$ cat src/sv/round_robin_task_slot_scheduler_core_defines.svh
// Assertion macros used by the scheduler datapath.
`ifndef ROUND_ROBIN_TASK_SLOT_SCHEDULER_CORE_DEFINES_SVH
`define ROUND_ROBIN_TASK_SLOT_SCHEDULER_CORE_DEFINES_SVH

`ifndef ASSERT_OFF
// The consequent must hold in the same cycle as the antecedent.
`define RRTS_ASSERT_IMPLY(label, clk, rst_n, ante, cons, msg) \
    label: assert property (@(posedge clk) disable iff (!rst_n) (ante) |-> (cons)) \
        else $error(msg);
// The consequent must hold in the cycle after the antecedent.
`define RRTS_ASSERT_NEXT(label, clk, rst_n, ante, cons, msg) \
    label: assert property (@(posedge clk) disable iff (!rst_n) (ante) |=> (cons)) \
        else $error(msg);
`else
`define RRTS_ASSERT_IMPLY(label, clk, rst_n, ante, cons, msg)
`define RRTS_ASSERT_NEXT(label, clk, rst_n, ante, cons, msg)
`endif

`endif

$ cat src/sv/rrts_pkg.sv
// Types, constants and controller/datapath command and status structs of the scheduler.
package rrts_pkg;

    localparam int SLOT_COUNT_DEF    = 16;
    localparam int CONTEXT_WIDTH_DEF = 32;

    localparam int REQ_W      = 2;
    localparam int MASK_W     = 16;
    localparam int STATUS_W   = 2;
    localparam int OUT_SLOT_W = 4;
    localparam int OUT_CTX_W  = 32;
    localparam int OUT_LIVE_W = 5;
    localparam int EXT_W      = 64;

    typedef enum logic [REQ_W-1:0] {
        REQ_INIT   = 2'd0,
        REQ_CREATE = 2'd1,
        REQ_SCHED  = 2'd2,
        REQ_EXIT   = 2'd3
    } t_req;

    typedef enum logic [STATUS_W-1:0] {
        STS_DONE    = 2'd0,
        STS_REFUSED = 2'd1,
        STS_FAULT   = 2'd2,
        STS_HALTED  = 2'd3
    } t_status;

    typedef enum logic [1:0] {
        SLOT_FREE    = 2'd0,
        SLOT_READY   = 2'd1,
        SLOT_RUNNING = 2'd2,
        SLOT_DEAD    = 2'd3
    } t_slot_st;

    typedef enum logic [1:0] {
        RD_CUR   = 2'd0,
        RD_START = 2'd1,
        RD_NEXT  = 2'd2
    } t_rd_sel;

    typedef struct packed {
        logic    in_ready;
        logic    load_req;
        logic    do_init;
        logic    set_status;
        t_status status;
        logic    mark_dead;
        logic    save_cur;
        logic    scan_start;
        logic    scan_step;
        logic    create_commit;
        logic    switch_commit;
        logic    halt;
        logic    ctx_capture;
        logic    resp_load;
        t_rd_sel rd_sel;
    } t_dp_cmd;

    typedef struct packed {
        logic in_valid;
        logic halted;
        logic initialized;
        t_req req;
        logic create_full;
        logic live_zero;
        logic guard_cur_ok;
        logic scan_hit;
        logic scan_last;
        logic guard_nx_ok;
        logic out_busy;
    } t_dp_sts;

endpackage

$ cat src/sv/rrts_req_if.sv
// Request channel: valid/ready handshake with the request fields.
interface rrts_req_if #(
    parameter int CONTEXT_WIDTH = rrts_pkg::CONTEXT_WIDTH_DEF
);
    import rrts_pkg::*;

    logic                     valid;
    logic                     ready;
    logic [REQ_W-1:0]         req_type;
    logic [CONTEXT_WIDTH-1:0] context_in;
    logic [MASK_W-1:0]        stack_ok_mask;

    modport source (output valid, output req_type, output context_in, output stack_ok_mask,
                    input ready);
    modport sink   (input valid, input req_type, input context_in, input stack_ok_mask,
                    output ready);
endinterface

$ cat src/sv/rrts_rsp_if.sv
// Result channel: valid/ready handshake with the result fields.
interface rrts_rsp_if;
    import rrts_pkg::*;

    logic                  valid;
    logic                  ready;
    logic [STATUS_W-1:0]   status;
    logic [OUT_SLOT_W-1:0] created_slot;
    logic                  switched;
    logic [OUT_CTX_W-1:0]  next_context;
    logic [OUT_SLOT_W-1:0] running_slot;
    logic [OUT_LIVE_W-1:0] live_tasks;
    logic                  table_ready;

    modport source (output valid, output status, output created_slot, output switched,
                    output next_context, output running_slot, output live_tasks,
                    output table_ready, input ready);
    modport sink   (input valid, input status, input created_slot, input switched,
                    input next_context, input running_slot, input live_tasks,
                    input table_ready, output ready);
endinterface

$ cat src/sv/rrts_ctrl.sv
// Scheduler controller: sequences each request through evaluate, scan, context read and reply.
module rrts_ctrl (
    input  logic              i_clk,
    input  logic              i_rst_n,
    input  rrts_pkg::t_dp_sts i_sts,
    output rrts_pkg::t_dp_cmd o_cmd
);
    import rrts_pkg::*;

    typedef enum logic [4:0] {
        S_IDLE = 5'b00001,
        S_EVAL = 5'b00010,
        S_CHK  = 5'b00100,
        S_CTX  = 5'b01000,
        S_RESP = 5'b10000
    } t_state;

    t_state r_state;
    t_state n_state;

    always_ff @(posedge i_clk) begin
        if (!i_rst_n) begin
            r_state <= S_IDLE;
        end else begin
            r_state <= n_state;
        end
    end

    always_comb begin
        n_state      = r_state;
        o_cmd        = '0;
        o_cmd.status = STS_DONE;
        o_cmd.rd_sel = RD_CUR;
        case (r_state)
            S_IDLE: begin
                o_cmd.in_ready = 1'b1;
                if (i_sts.in_valid) begin
                    o_cmd.load_req = 1'b1;
                    n_state        = S_EVAL;
                end
            end
            S_EVAL: begin
                // The first slot of a possible scan is read here whatever the outcome.
                o_cmd.rd_sel = RD_START;
                if (i_sts.halted) begin
                    o_cmd.set_status = 1'b1;
                    o_cmd.status     = STS_HALTED;
                    n_state          = S_RESP;
                end else if (i_sts.req == REQ_INIT) begin
                    o_cmd.do_init    = 1'b1;
                    o_cmd.set_status = 1'b1;
                    o_cmd.status     = STS_DONE;
                    n_state          = S_RESP;
                end else if (!i_sts.initialized) begin
                    o_cmd.set_status = 1'b1;
                    o_cmd.status     = STS_REFUSED;
                    n_state          = S_RESP;
                end else if (i_sts.req == REQ_CREATE) begin
                    if (i_sts.create_full) begin
                        o_cmd.set_status = 1'b1;
                        o_cmd.status     = STS_REFUSED;
                        n_state          = S_RESP;
                    end else begin
                        o_cmd.scan_start = 1'b1;
                        n_state          = S_CHK;
                    end
                end else begin
                    // An exiting task is marked dead even if nothing is left to run.
                    o_cmd.mark_dead = (i_sts.req == REQ_EXIT);
                    if (i_sts.live_zero) begin
                        o_cmd.set_status = 1'b1;
                        o_cmd.status     = STS_REFUSED;
                        n_state          = S_RESP;
                    end else if (!i_sts.guard_cur_ok) begin
                        o_cmd.halt       = 1'b1;
                        o_cmd.set_status = 1'b1;
                        o_cmd.status     = STS_FAULT;
                        n_state          = S_RESP;
                    end else begin
                        o_cmd.save_cur   = 1'b1;
                        o_cmd.scan_start = 1'b1;
                        n_state          = S_CHK;
                    end
                end
            end
            S_CHK: begin
                o_cmd.rd_sel = RD_NEXT;
                if (i_sts.req == REQ_CREATE) begin
                    if (i_sts.scan_hit) begin
                        o_cmd.create_commit = 1'b1;
                        o_cmd.set_status    = 1'b1;
                        o_cmd.status        = STS_DONE;
                        n_state             = S_RESP;
                    end else if (i_sts.scan_last) begin
                        o_cmd.set_status = 1'b1;
                        o_cmd.status     = STS_REFUSED;
                        n_state          = S_RESP;
                    end else begin
                        o_cmd.scan_step = 1'b1;
                    end
                end else if (i_sts.scan_hit || i_sts.scan_last) begin
                    if (!i_sts.guard_nx_ok) begin
                        o_cmd.halt       = 1'b1;
                        o_cmd.set_status = 1'b1;
                        o_cmd.status     = STS_FAULT;
                        n_state          = S_RESP;
                    end else begin
                        o_cmd.switch_commit = 1'b1;
                        o_cmd.set_status    = 1'b1;
                        o_cmd.status        = STS_DONE;
                        n_state             = S_CTX;
                    end
                end else begin
                    o_cmd.scan_step = 1'b1;
                end
            end
            S_CTX: begin
                o_cmd.ctx_capture = 1'b1;
                n_state           = S_RESP;
            end
            S_RESP: begin
                if (!i_sts.out_busy) begin
                    o_cmd.resp_load = 1'b1;
                    n_state         = S_IDLE;
                end
            end
            default: begin
                n_state = S_IDLE;
            end
        endcase
    end

endmodule

$ cat src/sv/rrts_dp.sv
// Scheduler datapath: slot tables, scheduler registers, scan pointer and the result register.
`include "round_robin_task_slot_scheduler_core_defines.svh"

module rrts_dp #(
    parameter int SLOT_COUNT    = rrts_pkg::SLOT_COUNT_DEF,
    parameter int CONTEXT_WIDTH = rrts_pkg::CONTEXT_WIDTH_DEF
) (
    input  logic              i_clk,
    input  logic              i_rst_n,
    input  rrts_pkg::t_dp_cmd i_cmd,
    output rrts_pkg::t_dp_sts o_sts,
    rrts_req_if.sink          i_req,
    rrts_rsp_if.source        o_rsp
);
    import rrts_pkg::*;

    localparam int SW = $clog2(SLOT_COUNT);
    localparam int LW = $clog2(SLOT_COUNT + 1);

    function automatic logic is_live(input t_slot_st s);
        return (s == SLOT_READY) || (s == SLOT_RUNNING);
    endfunction

    // Latched request.
    t_req                     r_req;
    logic [CONTEXT_WIDTH-1:0] r_ctx_in;
    logic [MASK_W-1:0]        r_mask;

    // Scheduler state.
    logic [SW-1:0] r_cur;
    logic [LW-1:0] r_created;
    logic [LW-1:0] r_live;
    logic          r_init;
    logic          r_halted;
    logic [SW-1:0] r_scan_idx;
    logic [SW-1:0] r_scan_cnt;

    // Slot state memory; an entry without its valid bit reads as free.
    t_slot_st                 r_state_mem [SLOT_COUNT];
    logic [SLOT_COUNT-1:0]    r_state_vld;
    t_slot_st                 r_state_q;
    logic                     r_state_qv;
    logic [CONTEXT_WIDTH-1:0] r_ctx_mem [SLOT_COUNT];
    logic [CONTEXT_WIDTH-1:0] r_ctx_q;

    // Result being built and the output register.
    t_status                  r_res_status;
    logic [SW-1:0]            r_res_made;
    logic                     r_res_sw;
    logic [CONTEXT_WIDTH-1:0] r_res_ctx;
    logic                     r_out_valid;
    t_status                  r_out_status;
    logic [OUT_SLOT_W-1:0]    r_out_made;
    logic                     r_out_sw;
    logic [OUT_CTX_W-1:0]     r_out_ctx;
    logic [OUT_SLOT_W-1:0]    r_out_cur;
    logic [OUT_LIVE_W-1:0]    r_out_live;
    logic                     r_out_init;

    logic [LW-1:0] n_live;

    t_slot_st              w_state_rd;
    logic [SLOT_COUNT-1:0] w_ok_vec;
    logic [SW-1:0]         w_cur_next;
    logic [SW-1:0]         w_scan_next;
    logic [SW-1:0]         w_start;
    logic [SW-1:0]         w_nx;
    logic [SW-1:0]         w_rd_addr;
    logic                  w_dec;
    logic [LW-1:0]         w_live_after;
    logic                  w_scan_hit;
    logic                  w_st_we;
    logic [SW-1:0]         w_st_addr;
    t_slot_st              w_st_data;
    logic                  w_ctx_we;
    logic [SW-1:0]         w_ctx_addr;
    logic [EXT_W-1:0]      w_ext_made;
    logic [EXT_W-1:0]      w_ext_cur;
    logic [EXT_W-1:0]      w_ext_live;
    logic [EXT_W-1:0]      w_ext_ctx;

    // Slots beyond the guard mask have no guard word and always pass.
    for (genvar g = 0; g < SLOT_COUNT; g++) begin : g_ok
        if (g < MASK_W) begin : g_guarded
            assign w_ok_vec[g] = r_mask[g];
        end else begin : g_unguarded
            assign w_ok_vec[g] = 1'b1;
        end
    end

    assign w_state_rd   = r_state_qv ? r_state_q : SLOT_FREE;
    assign w_cur_next   = (r_cur == SW'(SLOT_COUNT - 1)) ? '0 : r_cur + SW'(1);
    assign w_scan_next  = (r_scan_idx == SW'(SLOT_COUNT - 1)) ? '0 : r_scan_idx + SW'(1);
    assign w_start      = (r_req == REQ_CREATE) ? '0 : w_cur_next;
    assign w_scan_hit   = (r_req == REQ_CREATE) ? (w_state_rd == SLOT_FREE)
                                                : (w_state_rd == SLOT_READY);
    // With no ready slot found the current slot runs again.
    assign w_nx         = w_scan_hit ? r_scan_idx : r_cur;
    assign w_dec        = (r_req == REQ_EXIT) && is_live(w_state_rd);
    assign w_live_after = r_live - LW'(w_dec);

    always_comb begin
        case (i_cmd.rd_sel)
            RD_CUR:   w_rd_addr = r_cur;
            RD_START: w_rd_addr = w_start;
            RD_NEXT:  w_rd_addr = w_scan_next;
            default:  w_rd_addr = r_cur;
        endcase
    end

    always_comb begin
        w_st_we   = 1'b0;
        w_st_addr = r_cur;
        w_st_data = SLOT_READY;
        if (i_cmd.mark_dead) begin
            w_st_we   = 1'b1;
            w_st_data = SLOT_DEAD;
        end else if (i_cmd.save_cur) begin
            // A dead slot stays dead; only its context is saved.
            w_st_we   = (w_state_rd != SLOT_DEAD);
            w_st_data = SLOT_READY;
        end else if (i_cmd.create_commit) begin
            w_st_we   = 1'b1;
            w_st_addr = r_scan_idx;
            w_st_data = SLOT_READY;
        end else if (i_cmd.switch_commit) begin
            w_st_we   = 1'b1;
            w_st_addr = w_nx;
            w_st_data = SLOT_RUNNING;
        end
    end

    assign w_ctx_we   = i_cmd.save_cur || i_cmd.create_commit;
    assign w_ctx_addr = i_cmd.create_commit ? r_scan_idx : r_cur;

    always_comb begin
        n_live = r_live;
        if (i_cmd.do_init) begin
            n_live = '0;
        end else begin
            if (i_cmd.mark_dead && w_dec) begin
                n_live = n_live - LW'(1);
            end
            // Scheduling from a free slot puts that slot in the ready set.
            if (i_cmd.save_cur && (r_req != REQ_EXIT) && (w_state_rd == SLOT_FREE)) begin
                n_live = n_live + LW'(1);
            end
            if (i_cmd.create_commit) begin
                n_live = n_live + LW'(1);
            end
            if (i_cmd.switch_commit && !is_live(w_state_rd)) begin
                n_live = n_live + LW'(1);
            end
        end
    end

    always_ff @(posedge i_clk) begin
        if (w_st_we) begin
            r_state_mem[w_st_addr] <= w_st_data;
        end
        r_state_q  <= r_state_mem[w_rd_addr];
        r_state_qv <= r_state_vld[w_rd_addr];
        if (w_ctx_we) begin
            r_ctx_mem[w_ctx_addr] <= r_ctx_in;
        end
        r_ctx_q <= r_ctx_mem[w_nx];
    end

    always_ff @(posedge i_clk) begin
        if (!i_rst_n) begin
            r_state_vld <= '0;
            r_cur       <= '0;
            r_created   <= '0;
            r_live      <= '0;
            r_init      <= 1'b0;
            r_halted    <= 1'b0;
        end else begin
            r_live <= n_live;
            if (i_cmd.do_init) begin
                r_state_vld <= '0;
                r_cur       <= '0;
                r_created   <= '0;
                r_init      <= 1'b1;
            end else if (w_st_we) begin
                r_state_vld[w_st_addr] <= 1'b1;
            end
            if (i_cmd.create_commit) begin
                r_created <= r_created + LW'(1);
            end
            if (i_cmd.switch_commit) begin
                r_cur <= w_nx;
            end
            if (i_cmd.halt) begin
                r_halted <= 1'b1;
            end
        end
    end

    always_ff @(posedge i_clk) begin
        if (i_cmd.load_req) begin
            r_req        <= t_req'(i_req.req_type);
            r_ctx_in     <= i_req.context_in;
            r_mask       <= i_req.stack_ok_mask;
            r_res_status <= STS_REFUSED;
            r_res_made   <= '0;
            r_res_sw     <= 1'b0;
            r_res_ctx    <= '0;
        end
        if (i_cmd.set_status) begin
            r_res_status <= i_cmd.status;
        end
        if (i_cmd.create_commit) begin
            r_res_made <= r_scan_idx;
        end
        if (i_cmd.switch_commit) begin
            r_res_sw <= 1'b1;
        end
        if (i_cmd.ctx_capture) begin
            r_res_ctx <= r_ctx_q;
        end
        if (i_cmd.scan_start) begin
            r_scan_idx <= w_start;
            r_scan_cnt <= '0;
        end else if (i_cmd.scan_step) begin
            r_scan_idx <= w_scan_next;
            r_scan_cnt <= r_scan_cnt + SW'(1);
        end
    end

    assign w_ext_made = EXT_W'(r_res_made);
    assign w_ext_cur  = EXT_W'(r_cur);
    assign w_ext_live = EXT_W'(r_live);
    assign w_ext_ctx  = EXT_W'(r_res_ctx);

    always_ff @(posedge i_clk) begin
        if (!i_rst_n) begin
            r_out_valid <= 1'b0;
        end else if (i_cmd.resp_load) begin
            r_out_valid <= 1'b1;
        end else if (o_rsp.ready) begin
            r_out_valid <= 1'b0;
        end
    end

    always_ff @(posedge i_clk) begin
        if (i_cmd.resp_load) begin
            r_out_status <= r_res_status;
            r_out_made   <= w_ext_made[OUT_SLOT_W-1:0];
            r_out_sw     <= r_res_sw;
            r_out_ctx    <= w_ext_ctx[OUT_CTX_W-1:0];
            r_out_cur    <= w_ext_cur[OUT_SLOT_W-1:0];
            r_out_live   <= w_ext_live[OUT_LIVE_W-1:0];
            r_out_init   <= r_init;
        end
    end

    assign i_req.ready        = i_cmd.in_ready;
    assign o_rsp.valid        = r_out_valid;
    assign o_rsp.status       = r_out_status;
    assign o_rsp.created_slot = r_out_made;
    assign o_rsp.switched     = r_out_sw;
    assign o_rsp.next_context = r_out_ctx;
    assign o_rsp.running_slot = r_out_cur;
    assign o_rsp.live_tasks   = r_out_live;
    assign o_rsp.table_ready  = r_out_init;

    always_comb begin
        o_sts              = '0;
        o_sts.in_valid     = i_req.valid;
        o_sts.halted       = r_halted;
        o_sts.initialized  = r_init;
        o_sts.req          = r_req;
        o_sts.create_full  = (r_created >= LW'(SLOT_COUNT));
        o_sts.live_zero    = (w_live_after == '0);
        o_sts.guard_cur_ok = w_ok_vec[r_cur];
        o_sts.scan_hit     = w_scan_hit;
        o_sts.scan_last    = (r_scan_cnt == SW'(SLOT_COUNT - 1));
        o_sts.guard_nx_ok  = w_ok_vec[w_nx];
        o_sts.out_busy     = r_out_valid && !o_rsp.ready;
    end

    `RRTS_ASSERT_IMPLY(a_live_range, i_clk, i_rst_n, 1'b1, r_live <= LW'(SLOT_COUNT), "live count above slot count")
    `RRTS_ASSERT_IMPLY(a_created_range, i_clk, i_rst_n, 1'b1, r_created <= LW'(SLOT_COUNT), "create count above slot count")
    `RRTS_ASSERT_NEXT(a_halt_sticky, i_clk, i_rst_n, r_halted, r_halted, "halt cleared without reset")
    `RRTS_ASSERT_IMPLY(a_switch_guard, i_clk, i_rst_n, i_cmd.switch_commit, w_ok_vec[w_nx] && !r_halted, "switch to a slot with a bad guard")

endmodule

$ cat src/sv/round_robin_task_slot_scheduler_core.sv
// Round-robin task slot scheduler: top level joining the controller and the datapath.
//
// The scheduler keeps SLOT_COUNT task slots, each with a state and a saved context,
// and answers every request with exactly one result. Requests are handled one at a
// time. Init, halted and requests refused at evaluation go straight to the reply;
// a create scans the slots before the reply, and a schedule or exit that switches
// scans and then reads the new slot's context. The slot search reads the
// slot-state memory one slot per cycle, starting at slot 0 for a create and at
// the slot after the running one for a schedule or exit. A new request is taken
// while the previous result still waits in the output register. After a stack guard
// fault the block answers every request with the halted status until reset.
module round_robin_task_slot_scheduler_core #(
    parameter int SLOT_COUNT    = rrts_pkg::SLOT_COUNT_DEF,
    parameter int CONTEXT_WIDTH = rrts_pkg::CONTEXT_WIDTH_DEF
) (
    input  logic       i_clk,
    input  logic       i_rst_n,
    rrts_req_if.sink   i_req,
    rrts_rsp_if.source o_rsp
);
    import rrts_pkg::*;

    t_dp_cmd w_cmd;
    t_dp_sts w_sts;

    rrts_ctrl u_ctrl (
        .i_clk   (i_clk),
        .i_rst_n (i_rst_n),
        .i_sts   (w_sts),
        .o_cmd   (w_cmd)
    );

    rrts_dp #(
        .SLOT_COUNT    (SLOT_COUNT),
        .CONTEXT_WIDTH (CONTEXT_WIDTH)
    ) u_dp (
        .i_clk   (i_clk),
        .i_rst_n (i_rst_n),
        .i_cmd   (w_cmd),
        .o_sts   (w_sts),
        .i_req   (i_req),
        .o_rsp   (o_rsp)
    );

endmodule

$ cat src/flat_wrapper.sv
// flat-port wrapper written by rule: the top's interface ports become plain ports
module round_robin_task_slot_scheduler_core_flat import rrts_pkg::*;
#(
    parameter int SLOT_COUNT    = rrts_pkg::SLOT_COUNT_DEF,
    parameter int CONTEXT_WIDTH = rrts_pkg::CONTEXT_WIDTH_DEF
)
  (i_clk, i_rst_n, i_req_valid, i_req_req_type, i_req_context_in, i_req_stack_ok_mask, i_req_ready, o_rsp_valid, o_rsp_status, o_rsp_created_slot, o_rsp_switched, o_rsp_next_context, o_rsp_running_slot, o_rsp_live_tasks, o_rsp_table_ready, o_rsp_ready);
  rrts_req_if #(.CONTEXT_WIDTH(CONTEXT_WIDTH)) i_req_i ();
  rrts_rsp_if o_rsp_i ();
  input  logic i_clk;
  input  logic i_rst_n;
  input wire logic [$bits(i_req_i.valid)-1:0] i_req_valid;
  input wire logic [$bits(i_req_i.req_type)-1:0] i_req_req_type;
  input wire logic [$bits(i_req_i.context_in)-1:0] i_req_context_in;
  input wire logic [$bits(i_req_i.stack_ok_mask)-1:0] i_req_stack_ok_mask;
  output wire logic [$bits(i_req_i.ready)-1:0] i_req_ready;
  output wire logic [$bits(o_rsp_i.valid)-1:0] o_rsp_valid;
  output wire logic [$bits(o_rsp_i.status)-1:0] o_rsp_status;
  output wire logic [$bits(o_rsp_i.created_slot)-1:0] o_rsp_created_slot;
  output wire logic [$bits(o_rsp_i.switched)-1:0] o_rsp_switched;
  output wire logic [$bits(o_rsp_i.next_context)-1:0] o_rsp_next_context;
  output wire logic [$bits(o_rsp_i.running_slot)-1:0] o_rsp_running_slot;
  output wire logic [$bits(o_rsp_i.live_tasks)-1:0] o_rsp_live_tasks;
  output wire logic [$bits(o_rsp_i.table_ready)-1:0] o_rsp_table_ready;
  input wire logic [$bits(o_rsp_i.ready)-1:0] o_rsp_ready;
  assign i_req_i.valid = i_req_valid;
  assign i_req_i.req_type = i_req_req_type;
  assign i_req_i.context_in = i_req_context_in;
  assign i_req_i.stack_ok_mask = i_req_stack_ok_mask;
  assign i_req_ready = i_req_i.ready;
  assign o_rsp_valid = o_rsp_i.valid;
  assign o_rsp_status = o_rsp_i.status;
  assign o_rsp_created_slot = o_rsp_i.created_slot;
  assign o_rsp_switched = o_rsp_i.switched;
  assign o_rsp_next_context = o_rsp_i.next_context;
  assign o_rsp_running_slot = o_rsp_i.running_slot;
  assign o_rsp_live_tasks = o_rsp_i.live_tasks;
  assign o_rsp_table_ready = o_rsp_i.table_ready;
  assign o_rsp_i.ready = o_rsp_ready;
  round_robin_task_slot_scheduler_core #(.SLOT_COUNT(SLOT_COUNT), .CONTEXT_WIDTH(CONTEXT_WIDTH)) u_core (.i_clk(i_clk), .i_rst_n(i_rst_n), .i_req(i_req_i), .o_rsp(o_rsp_i));
endmodule
$ cat config.mk
export PLATFORM = sky130hd
export DESIGN_NAME = round_robin_task_slot_scheduler_core_flat
export DESIGN_NICKNAME = d
export VERILOG_FILES = /design/src/sv/rrts_pkg.sv /design/src/sv/rrts_req_if.sv /design/src/sv/rrts_rsp_if.sv /design/src/sv/rrts_ctrl.sv /design/src/sv/rrts_dp.sv /design/src/sv/round_robin_task_slot_scheduler_core.sv /design/src/flat_wrapper.sv
export VERILOG_INCLUDE_DIRS = /design/src /design/src/sv
export SDC_FILE = /design/constraint.sdc
export NUM_CORES = 1
export LEC_CHECK = 0
export BUFFER_PORTS_ARGS = -buffer_cell sky130_fd_sc_hd__buf_2
export CORE_MARGIN = 2
export CORE_UTILIZATION = 30
export CTS_CLUSTER_DIAMETER = 60
export DETAILED_ROUTE_END_ITERATION = 8
export PLACE_DENSITY = 0.51
export SLEW_MARGIN = 20
export SYNTH_ARGS = -nofsm -noshare
export SYNTH_HDL_FRONTEND = slang
export SYNTH_SLANG_ARGS = --single-unit
export TNS_END_PERCENT = 100
$ cat constraint.sdc
create_clock -name i_clk -period 4.8 [get_ports i_clk]
set_input_delay 0.24 -clock i_clk [delete_from_list [all_inputs] [get_ports i_clk]]
set_output_delay 0.24 -clock i_clk [all_outputs]
set_load 0.01 [all_outputs]
==> impl_summary.log <==
[metrics] cell count after synthesis: 2326
[metrics] share of final-layout standard cells stronger than drive strength 1: 0.1343
[metrics] routed vias/inst: ~5
[metrics] clk root buf: clkbuf_16
[metrics] Via Count: 19220
[metrics] Slew HR: 0.2726
[metrics] total of max-cap violations: 0
[metrics] number of routed nets with antenna violations: 0
[metrics] hold path start: i_req_valid
[metrics] Critical Path End Type: flip-flop
[metrics] share of synthesized area occupied by flip-flops and latches: 0.7316
[metrics] nets in the synthesized netlist: 2396
[metrics] # port buffers: 104
[metrics] final worst slack: approximately 0.25 ns
[metrics] most common cell after layout, fill and taps aside: edfxtp_1
[metrics] max-slew violation count: 0
[metrics] Hold Path Sink: u_core.u_ctrl.r_state[2]
[metrics] number of cell instances on the worst register-to-register path: 13
[metrics] number of remaining DRC errors: 0
[metrics] Die Area: a little over 100000 sq um
[metrics] Fill cells: between 9000 and 10000
[metrics] count of flip-flops with a built-in enable after synthesis: ~690
[metrics] sum of negative setup slack: 0 ns
[metrics] estimated wirelength of the detail-placed design: 43710 um
[metrics] detailed-route wire length: around 80000 um
[metrics] global placement routability congestion: 0.8547
[metrics] startpoint of the worst-slack reg-to-reg timing path: u_core.u_dp.r_state_qv
[metrics] starting density of the core: 0.3025
[metrics] commonest non-fill, non-tap cells in the layout: edfxtp_1, nand2_1, nand3_1
[metrics] final count of negative-setup-slack endpoints: 0
[metrics] cell types with the largest area share after synthesis: edfxtp_1, nand2_1, nand3_1
[metrics] period utilisation layout: 0.9484
[metrics] post-layout min period: roughly 4.6 ns
[metrics] largest net degree at the start of global routing: 217
[metrics] area delta synth->final: 18.86%
[metrics] average wire per standard cell: about 21 um
[metrics] cell type contributing the most total cell area after synthesis: edfxtp_1
[metrics] classification of the worst-slack hold path: in2reg
[metrics] leftover overflow at the end of global routing: 0
[metrics] share of the synthesized area in the top cell type: 0.6800
[metrics] final layout net count: 2551
[metrics] first-pass GRT wire length: ~120000 um
[metrics] startpoint kind of the worst setup timing path: flip-flop
[metrics] number of storage elements in the synthesis netlist: roughly 760
[metrics] source-to-sink clock delay at the later pin of the worst-skew pair: ~0.64 ns
[metrics] overall global routing resource usage: 0.1534
[metrics] Core ar.: 100000 sq um
[metrics] iteration-0 DRC count of the detailed router: 1668
[metrics] Setup Slack @ Placement: about 0.26 ns
[metrics] first drt pass iteration count: 5
[metrics] number of standard-cell rows in the floorplan: 116
[metrics] type of the setup path with the least slack: reg2reg
[metrics] average cell area after synthesis: 13.00 sq um
[metrics] maximum buffer depth of the clock tree: 3
[metrics] ys flop type: edfxtp_1
[metrics] Mapped Area: 30250 sq um
[metrics] clk slew on worst S/H paths: 0.06 ns
[metrics] actual transition at the worst max-transition pin: 1.091 ns
[metrics] die height: 321.5 um
[metrics] data required time at the worst endpoint: 5.09 ns
[metrics] maximum fanout along the worst path: 14
[metrics] FFs w/ async S/R, synth: 0
[metrics] CTS Buf Count: 87
[metrics] clock tree from TritonCTS: done
[metrics] Top-Level Pins: between 100 and 150
[metrics] die width: 321.5 um
[metrics] r2r endpoint: u_core.u_dp.r_state_mem[9][0]
[metrics] clock tree sinks: 763
[metrics] number of buffers inserted to repair setup after CTS: 0
[metrics] number of antenna repair diodes: 0
[metrics] level count of the clock H-tree: 3
[metrics] number of antenna violations at the first check in global routing: 0
[metrics] count of synthesis-stage warnings from yosys: 0
[metrics] critical path arrival: 4.84 ns
[metrics] FF-to-FF setup slack: ~0.25 ns
[metrics] maximum clock skew at final layout: 0.01934 ns
[metrics] number of global-route vias before repair: approximately 19000
[metrics] Leakage Power: 0.01258 uW
[metrics] Worst Hold Path Cells: 4
[metrics] power per cell area: 420.9 nW/um^2
[metrics] peak ir drop on the vdd network: ~0.27 mV
[metrics] RSZ-0062 raised after global routing: false
[metrics] Peak Freq: 219.7 MHz
[metrics] Final Hold Vio Count: 0
[metrics] run status: completed
[metrics] number of distinct library cells after synthesis: 77
flip-flops by register name (all words and copies together), names as in the netlist, 2 cells and up:
name	cells
u_core.u_dp.o_rsp.live_tasks	5
u_core.u_dp.r_state_q	2
u_core.u_dp.r_created	5
u_core.u_dp.r_mask	16
u_core.u_dp.r_state_vld	16
u_core.u_dp.r_state_mem	32
u_core.u_dp.r_res_made	4
u_core.u_dp.o_rsp.next_context	32
u_core.u_ctrl.r_state	5
u_core.u_dp.r_cur	4
u_core.u_dp.o_rsp.running_slot	4
u_core.u_dp.r_res_ctx	32
u_core.u_dp.o_rsp.status	2
u_core.u_dp.o_rsp.created_slot	4
u_core.u_dp.r_live	5
u_core.u_dp.r_ctx_in	32
u_core.u_dp.r_res_status	2
u_core.u_dp.r_ctx_mem	512
u_core.u_dp.r_req	2
u_core.u_dp.r_ctx_q	32
u_core.u_dp.r_scan_idx	4
u_core.u_dp.r_scan_cnt	4
synthesized netlist by cell type (25+ instances only):
library cell and number:
a21oi_1 35, a311oi_1 32, a31oi_1 38, and3_1 68, buf_1 26, clkbuf_1 106, dfxtp_1 78, edfxtp_1 685
inv_1 27, nand2_1 568, nand3_1 335, nor2_1 64, nor3_1 25
stage by stage:
step                      instances  instance area, sq um    util  hold slack (ns)  power [uW]
after floorplan                2326                 30250       -           0.3389        8291
after global placement         3638                 32570  0.3257           0.4044        8675
after detailed placement       3638                 32570  0.3257           0.4062        8696
after CTS                      3852                 35950  0.3595          0.03481       15280
after global routing           3852                 35950  0.3595          0.08594       15650
final                          3852                 35950  0.3595          0.07591       15130
kinds of logic after synthesis:
kind of cell	share of synthesized area
simple gates	0.1678
compound gates	0.04658
buf+inv	0.02238
xor+xnor	0.006122
flops	0.7316
mux	0.01890
fa+ha+maj	0.006618
report_power, final:
group          internal [uW]  switching [uW]
combinational            246             558
sequential              7550             229
clock                   3890            2660
total                  11700            3440
worst max-delay path, stage by stage (launching register included):
cell	delay, ns
dfxtp_1	0.34
and2_1	0.19
inv_1	0.06
ha_1	0.28
nand2b_1	0.17
a21oi_1	0.51
or2_4	0.29
a2111oi_0	0.09
or4_1	0.70
o22ai_4	0.33
inv_2	0.20
a22oi_1	0.50
nand2b_1	0.20
nor3_1	0.34
per-layer routing:
metal	up-vias	track usage	wire, um
met5	-	0	0
met1	9684	0.2124	36560
met2	533	0.2495	38260
met4	0	0.04444	1621
met3	115	0.02308	4172
li1	8889	-	-
layout make-up:
cell class	instances	area, sq um	area share
Tap cell	1298	1624	0.04517
Inverter	30	113.9	0.003167
Multi-Input combinational cell	1391	7627	0.2121
Clock inverter	49	479.2	0.01333
Timing Repair Buffer	208	1598	0.04444
Clock buffer	113	2380	0.06619
Sequential cell	763	22130	0.6156
worst max-delay path by stage:
stage,startpoint,to,slack (ns),cells past startpoint
floorplan,u_core.u_dp.r_state_q[0],u_core.u_dp.r_ctx_mem[15][0],0.87,9
global placement,u_core.u_dp.r_state_qv,u_core.u_dp.r_state_mem[4][0],0.38,14
detailed placement,u_core.u_dp.r_state_qv,u_core.u_dp.r_state_mem[9][0],0.26,14
CTS,u_core.u_dp.r_state_qv,u_core.u_dp.r_state_mem[9][0],0.26,14
global route,u_core.u_dp.r_state_qv,u_core.u_dp.r_state_mem[15][1],0.02,13
finish,u_core.u_dp.r_state_qv,u_core.u_dp.r_state_mem[9][0],0.25,13
repair_timing:
action	in CTS	in global routing
endpoints found under the hold margin	59	0
resized for setup	0	1
hold buffers	52	0
setup endpoints to repair	0	4
Power figures use the tool's default switching activity.
